## src/hdl/ptc_pkg.sv

```systemverilog
// Shared types, codes and constants for the pressure/temperature compensation pipeline.
// No dependencies; every other file in hdl/ imports this package.
package ptc_pkg;

  // Configuration register indexes
  localparam logic [1:0] REG_TEMP    = 2'd0;
  localparam logic [1:0] REG_PRESS_A = 2'd1;
  localparam logic [1:0] REG_PRESS_B = 2'd2;
  localparam logic [1:0] REG_PRESS_C = 2'd3;

  localparam int unsigned CFG_W     = 48;
  localparam int unsigned CFG_IDX_W = 2;

  // Result status codes
  localparam logic [1:0] ST_OK   = 2'd0;
  localparam logic [1:0] ST_SKIP = 2'd1;
  localparam logic [1:0] ST_ERR  = 2'd2;

  // Arithmetic constants
  localparam logic [19:0] SKIP_MARK   = 20'h80000;
  localparam logic [63:0] FINE_OFFSET = 64'd128000;
  localparam logic [63:0] PRESS_BASE  = 64'd1048576;
  localparam logic [63:0] PRESS_SCALE = 64'd3125;
  localparam logic [63:0] DEN_BIAS    = 64'h0000_8000_0000_0000;

  // Pipeline taps, counted in stages after the temperature front end
  localparam int unsigned DIV_STEPS = 64;
  localparam int unsigned TAP_NUM   = 5;
  localparam int unsigned TAP_DZ    = 10;
  localparam int unsigned CTX_LAST  = 81;
  localparam int unsigned VLD_LAST  = 82;
  // Accepting edge to the edge that samples the result strobe
  localparam int unsigned LATENCY   = 87;

  typedef struct packed {
    logic [19:0] raw_pressure;
    logic [19:0] raw_temp;
  } ptc_in_t;

  typedef struct packed {
    logic signed [31:0] temp_centi;
    logic [31:0]        pressure_pascal;
    logic [1:0]         status;
  } ptc_out_t;

  // Per-item side information travelling alongside the arithmetic
  typedef struct packed {
    logic        skip;
    logic        den_zero;
    logic [19:0] raw_p;
    logic [31:0] temp;
  } ptc_ctx_t;

  function automatic logic [63:0] sext16(input logic [15:0] v);
    return {{48{v[15]}}, v};
  endfunction

endpackage

```

## src/hdl/ptc_temp.sv

```systemverilog
// Temperature front end: five stages from raw samples to centi-degrees and the fine offset.
// Depends on ptc_pkg for the item and side-information types.
module ptc_temp
  import ptc_pkg::*;
(
  input  logic             clk_i,
  input  logic             rst_ni,
  input  logic             vld_i,
  input  ptc_in_t          in_i,
  input  logic [CFG_W-1:0] coeffs_i,
  output logic             vld_o,
  output ptc_ctx_t         ctx_o,
  output logic [63:0]      fine_a_o
);

  logic [31:0] t1, t2, t3;
  logic [5:1]  vld_q;
  ptc_ctx_t    ctx_q [1:5];
  logic [31:0] x1_q, dt_q, m1_q, dd_q, v1_q, m2_q, tf_q;
  logic [31:0] x1_d, dt_d, m1_d, dd_d, v1_d, m2_d, tf_d, temp_d;
  logic [63:0] a_q, a_d;
  ptc_ctx_t    ctx1_d, ctx5_d;

  assign t1 = {16'd0, coeffs_i[15:0]};
  assign t2 = {{16{coeffs_i[31]}}, coeffs_i[31:16]};
  assign t3 = {{16{coeffs_i[47]}}, coeffs_i[47:32]};

  // stage logic, int32 wrap throughout but for the 64-bit fine offset
  always_comb begin
    ctx1_d          = '0;
    ctx1_d.skip     = (in_i.raw_pressure == SKIP_MARK) || (in_i.raw_temp == SKIP_MARK);
    ctx1_d.raw_p    = in_i.raw_pressure;
    x1_d   = {15'd0, in_i.raw_temp[19:3]} - {t1[30:0], 1'b0};
    dt_d   = {16'd0, in_i.raw_temp[19:4]} - t1;
    m1_d   = x1_q * t2;
    dd_d   = dt_q * dt_q;
    v1_d   = $signed(m1_q) >>> 11;
    m2_d   = 32'($signed(dd_q) >>> 12) * t3;
    tf_d   = v1_q + 32'($signed(m2_q) >>> 14);
    temp_d = $signed((tf_q << 2) + tf_q + 32'd128) >>> 8;
    a_d    = {{32{tf_q[31]}}, tf_q} - FINE_OFFSET;
    ctx5_d      = ctx_q[4];
    ctx5_d.temp = temp_d;
  end

  // valid chain
  always_ff @(posedge clk_i or negedge rst_ni) begin
    if (!rst_ni) begin
      vld_q <= '0;
    end else begin
      vld_q <= {vld_q[4:1], vld_i};
    end
  end

  // datapath registers
  always_ff @(posedge clk_i) begin
    ctx_q[1] <= ctx1_d;
    ctx_q[2] <= ctx_q[1];
    ctx_q[3] <= ctx_q[2];
    ctx_q[4] <= ctx_q[3];
    ctx_q[5] <= ctx5_d;
    x1_q <= x1_d;
    dt_q <= dt_d;
    m1_q <= m1_d;
    dd_q <= dd_d;
    v1_q <= v1_d;
    m2_q <= m2_d;
    tf_q <= tf_d;
    a_q  <= a_d;
  end

  assign vld_o    = vld_q[5];
  assign ctx_o    = ctx_q[5];
  assign fine_a_o = a_q;

endmodule

```

## config.mk

```make
export PLATFORM = sky130hd
export DESIGN_NAME = ptc_temp
export DESIGN_NICKNAME = d
export VERILOG_FILES = /design/src/hdl/ptc_pkg.sv /design/src/hdl/ptc_temp.sv
export SDC_FILE = /design/constraint.sdc
export NUM_CORES = 2
export LEC_CHECK = 0
export BUFFER_PORTS_ARGS = -buffer_cell sky130_fd_sc_hd__buf_2
export CORE_UTILIZATION = 54
export DETAILED_ROUTE_END_ITERATION = 16
export PLACE_DENSITY_LB_ADDON = 0.15
export SLEW_MARGIN = 20
export SYNTH_ARGS = -nofsm -noshare
export SYNTH_HDL_FRONTEND = slang
export SYNTH_SLANG_ARGS = --single-unit
```

## constraint.sdc

```tcl
create_clock -name clk_i -period 5.6 [get_ports clk_i]
set_clock_uncertainty 0.05 [all_clocks]
set_input_delay 0.28 -clock clk_i [delete_from_list [all_inputs] [get_ports clk_i]]
set_output_delay 0.28 -clock clk_i [all_outputs]
set_load 0.01 [all_outputs]
```

### Yosys cells after proc, flatten, opt, wreduce, memory -nomap -nowiden

Memory sizes are Yosys's and may differ from the RTL's.
Index checks and enable logic that the tools add are counted.

| word-level totals | value |
|---|---|
| flip-flop bits (word level) | 253 |
| RAM bits | 270 |
| output and inout bits | 119 |
| memories | 1 |

Memories:

| memory | words | bits a word | read ports | clocked after Yosys merged registers in | write ports | RTL line | source |
|---|---|---|---|---|---|---|---|
| ctx_q | 5 | 54 | 5 | 0 | 5 | ptc_temp.sv:18 | `ptc_ctx_t ctx_q [1:5];` |

| cells by class | value |
|---|---|
| add/sub/neg operators | 6 |
| $mul | 3 |
| eq/ne operators | 2 |
| reduce and logical (&&, ||, !) cells | 1 |

Operator list:

| operator | number |
|---|---|
| 20-bit equality test, second input constant | 2 |
| 32-bit by 18-bit subtractor with 33-bit output, second input constant | 1 |
| 32-bit adder | 1 |
| 32-bit by 8-bit adder with 32-bit output, second input constant | 1 |
| 17-bit by 17-bit multiplier with 32-bit output | 1 |
| 18-bit by 16-bit multiplier with 32-bit output | 1 |
| 20-bit by 16-bit multiplier with 32-bit output | 1 |
| 21-bit by 18-bit adder with 22-bit output | 1 |
| 17-bit by 17-bit subtractor with 18-bit output | 1 |
| 16-bit by 16-bit subtractor with 17-bit output | 1 |
| 1-bit logical OR | 1 |

### Logic depth before layout (Yosys ltp)

| logic depth | value |
|---|---|
| depth in word-level cells | 2 |
| mapped depth | 25 |
| mapped depth without buffers | 24 |

### Worst setup path after synthesis

No wires, ideal clock.

| timing | value |
|---|---|
| path kind | reg-to-reg |
| start point | register x1_q[11] |
| end point | register m1_q[28] |
| library setup time | 0.062 ns |
| data arrival time | 6.077 ns |
| data required time | 5.488 ns |
| setup slack | -0.588 ns |
| stages on the path, launching flop included | 23 |
| buffers on the path | 2 |
| cell sequence | dfxtp_1 > clkbuf_1 > clkbuf_1 > nand2_1 > fa_1 > fa_1 > fa_1 > inv_1 > fa_1 > fa_1 > inv_1 > fa_1 > inv_1 > ha_1 > a21o_1 > a21o_1 > a21oi_1 > o21ai_0 > o211ai_1 > nand3_1 > a221o_1 > a2111o_1 > nand3_1 |

| between the ends | value |
|---|---|
| longest elaborated chain between the ends | 1 |

Ends and longest elaborated chain:

| element | RTL line | source |
|---|---|---|
| start: declaration | ptc_temp.sv:19 | `logic [31:0] x1_q, dt_q, m1_q, dd_q, v1_q, m2_q, tf_q;` |
| start signal: assignment | ptc_temp.sv:62 | `x1_q <= x1_d;` |
| 18-bit by 16-bit multiplier with 32-bit output | ptc_temp.sv:35 | `m1_d = x1_q * t2;` |
| named net m1_d[28] | ptc_temp.sv:20 | `logic [31:0] x1_d, dt_d, m1_d, dd_d, v1_d, m2_d, tf_d, temp_d;` |
| end signal: assignment | ptc_temp.sv:64 | `m1_q <= m1_d;` |
| end: declaration | ptc_temp.sv:19 |  |

The timed path passes the listed nets, and every way through them passes these cells.

==> results.md <==
- Worst-margin pin slew: 0.644 ns
- Total GRT Usage: 0.257
- Final setup vio count: 33
- Routed Antenna Nets: 0
- HPWL after detailed placement: 75.4 mm
- Drt pass-1 iters: 5
- # nets final: 5830
- Post-synthesis instance area: 0.0391 sq mm
- Number of synthesized flops with an enable pin: 0
- Fin. Hold Viols: 0
- Yosys synthesis warning count: 0
- Synthesis-to-layout area growth: 19.4%
- Core Area: 0.0716 sq mm
- Failing checks: negative setup slack
- DP Cell Count: 5423
- Synth unique cells: 69
- Clk slew on worst S/H paths: 0.06 ns
- Setup Total Neg Slack: -4.68 ns
- Commonest non-fill, non-tap cells in the layout: inv_1, fa_1, buf_4
- Synth Net Count: 5289
- I/O Pins: 210
- Antenna diode count: 0
- Hold Crit Class: in2reg
- R2R cell count: 22
- RSZ-0062 raised after global routing: yes
- Data arrival, critical path: 6.36 ns
- Period utilisation layout: 1.05
- #FFs+latches synth: 287
- Post-synthesis sequential area ratio: 0.148
- # Max-Cap Violations: 0
- Cell count after synthesis: 4058
- Crit. End Element: register
- Clock Path Buffers: 3
- Die height: 271 um
- Fill cells: 5925
- DR iter-0 viols: 1127
- Vias in the first global route: 29300
- Layout cell share with drive strength beyond 1: 0.211
- CP max FO: 6
- Number of cell rows: 98
- Routed WL: 90.9 mm
- Fmax: 170 MHz
- Wirelength per Cell: 16.3 um
- Die X: 271 um
- Final std cells w/o fill: 5572
- Fin crit period: 5.88 ns
- Status: complete, but fails checks
- PortBufs: 208
- Setup CP Type: reg2reg
- Pins Over Slew Limit: 0
- Reg-to-Reg Start: x1_q[7]
- CP Data Required Time: 6.07 ns
- Num CTS Buffers: 31
- Largest net degree at the start of global routing: 33
- Setup WS post-layout: -0.282 ns
- Commonest non-fill, non-tap cell in the layout: inv_1
- Hold path start: in_i[1]
- Grt ovf: 0
- RR Endpoint: dd_q[31]
- CTS tree: done
- Register-to-register setup slack: -0.28 ns
- Primary FF master, synth: dfxtp_1
- WHS Path Cells: 4
- Sink Count: 287
- Initial Util: 0.546
- Clock root cell: clkbuf_16
- Drt drc: 0
- Core Util, Final: 0.652
- Die area: 0.0735 sq mm
- Critical Path Start Type: register
- RePlAce Congestion: 0.879
- Post-Syn Area per Cell: 9.63 sq um
- Antenna violations before repair: 2
- Worst rel slew slack: 0.559
- H-tree Lvls: 1
- Vias per cell: 4.88
- Skew-Pair Late Insertion Delay: 0.60 ns
- Hold Path Sink: ctx_q[0][107]
- First-pass GRT wire length: 149 mm
- Post-synth ARST share: 0.0174
- Vias: 27200
## worst max-delay path, stage by stage (launching register included)
cell      delay, ns
dfxtp_4        0.42
buf_8          0.15
buf_6          0.10
nand2_2        0.04
fa_1           0.49
inv_2          0.06
fa_1           0.53
ha_2           0.18
fa_1           0.44
fa_1           0.54
inv_1          0.05
fa_1           0.47
inv_1          0.04
ha_2           0.18
or4_4          0.52
and3_4         0.19
a22oi_4        0.22
a31oi_4        0.15
o22ai_4        0.25
o211ai_4       0.13
a211o_1        0.29
a31oi_1        0.20
xnor2_1        0.13
## area by class of cell
class	count	area (sq um)	share of cell area
Tap cell	950	1190	0.0255
Inverter	1017	3820	0.0818
Clock inverter	19	246	0.00528
Timing Repair Buffer	722	5480	0.117
Multi-Input combinational cell	2540	29200	0.627
Sequential cell	287	5850	0.125
Clock buffer	37	838	0.0180
## synthesized netlist by cell type (6+ instances only)
| library cell | count | area share |
|---|---|---|
| xor2_1 | 33 | 0.0074 |
| o21a_1 | 17 | 0.0033 |
| buf_4 | 85 | 0.016 |
| nand4_1 | 9 | 0.0014 |
| o21bai_1 | 9 | 0.0017 |
| and3_1 | 6 | 0.00096 |
| a211oi_1 | 8 | 0.0015 |
| nand2_1 | 407 | 0.039 |
| nor4_1 | 11 | 0.0018 |
| ha_1 | 324 | 0.10 |
| xnor2_1 | 131 | 0.029 |
| fa_1 | 816 | 0.42 |
| nand2b_1 | 14 | 0.0022 |
| or3_1 | 9 | 0.0014 |
| nand3_1 | 22 | 0.0028 |
| a21o_1 | 34 | 0.0065 |
| and2_1 | 343 | 0.055 |
| a21oi_1 | 65 | 0.0083 |
| or2_2 | 9 | 0.0014 |
| nor2b_1 | 22 | 0.0035 |
| and4_1 | 6 | 0.0013 |
| dfxtp_1 | 282 | 0.14 |
| nor3_1 | 30 | 0.0038 |
| o21ai_0 | 35 | 0.0045 |
| clkbuf_1 | 128 | 0.012 |
| inv_1 | 1015 | 0.097 |
| nor2_1 | 109 | 0.010 |
## logic make-up (layout without fill, tap and decap cells)
group,Yosys count,after routing,share of synthesized area
compound gates,229,229,0.0401
xor+xnor,164,164,0.0367
fa+ha+maj,1140,1140,0.522
buf+inv,1231,1795,0.126
flops,287,287,0.148
mux,2,2,0.000544
other cells,1,1,0.0000959
simple gates,1004,1004,0.127
## timing repair
| action | 4_1_cts | 5_1_grt |
|---|---|---|
| gates cloned | 2 | 0 |
| endpoints found under the setup margin | 45 | 48 |
| setup buffers | 45 | 22 |
| resized for setup | 142 | 111 |
| pin swaps | 44 | 60 |
| hold buffers | 26 | 0 |
| endpoints found under the hold margin | 30 | 0 |
## registers in the layout, indices dropped and copies added (netlist names)
| register | flops |
|---|---|
| dt_q | 1 |
| m1_q | 21 |
| ctx_q | 129 |
| tf_q | 22 |
| x1_q | 17 |
| vld_q | 5 |
| m2_q | 18 |
| v1_q | 21 |
| fine_a_o | 33 |
| dd_q | 20 |
## routing by layer
metal | vias to the layer above | wire length, um | track usage
met5 | - | 23 | 0
met3 | 122 | 4700 | 0.0367
met2 | 570 | 46700 | 0.456
met4 | 4 | 2010 | 0.0563
met1 | 13600 | 37500 | 0.332
li1 | 12900 | - | -
## through the flow
stage               setup WS [ns]  cell area [sq um]  hold WS [ns]
finish                     -0.282              46700        0.0224
CTS                        -0.238              46100       0.00152
floorplan                 -0.0344              39700       -0.0656
detailed placement         -0.512              43900        0.0499
global route               -0.518              46700        0.0367
global placement           -0.433              43900        0.0440
## how the worst max path moves through the flow
stage                  start       end  cells after the start
finish               x1_q[7]  dd_q[31]                     22
global route         x1_q[7]  dd_q[31]                     22
CTS                 x1_q[10]  m1_q[28]                     22
detailed placement   x1_q[9]  dd_q[23]                     22
global placement    x1_q[11]  dd_q[23]                     21
floorplan            x1_q[8]  m1_q[28]                     22
Power is left out: the tool's default activity adds up to more than one toggle a clock period on the data nets, which glitch-free logic cannot reach.
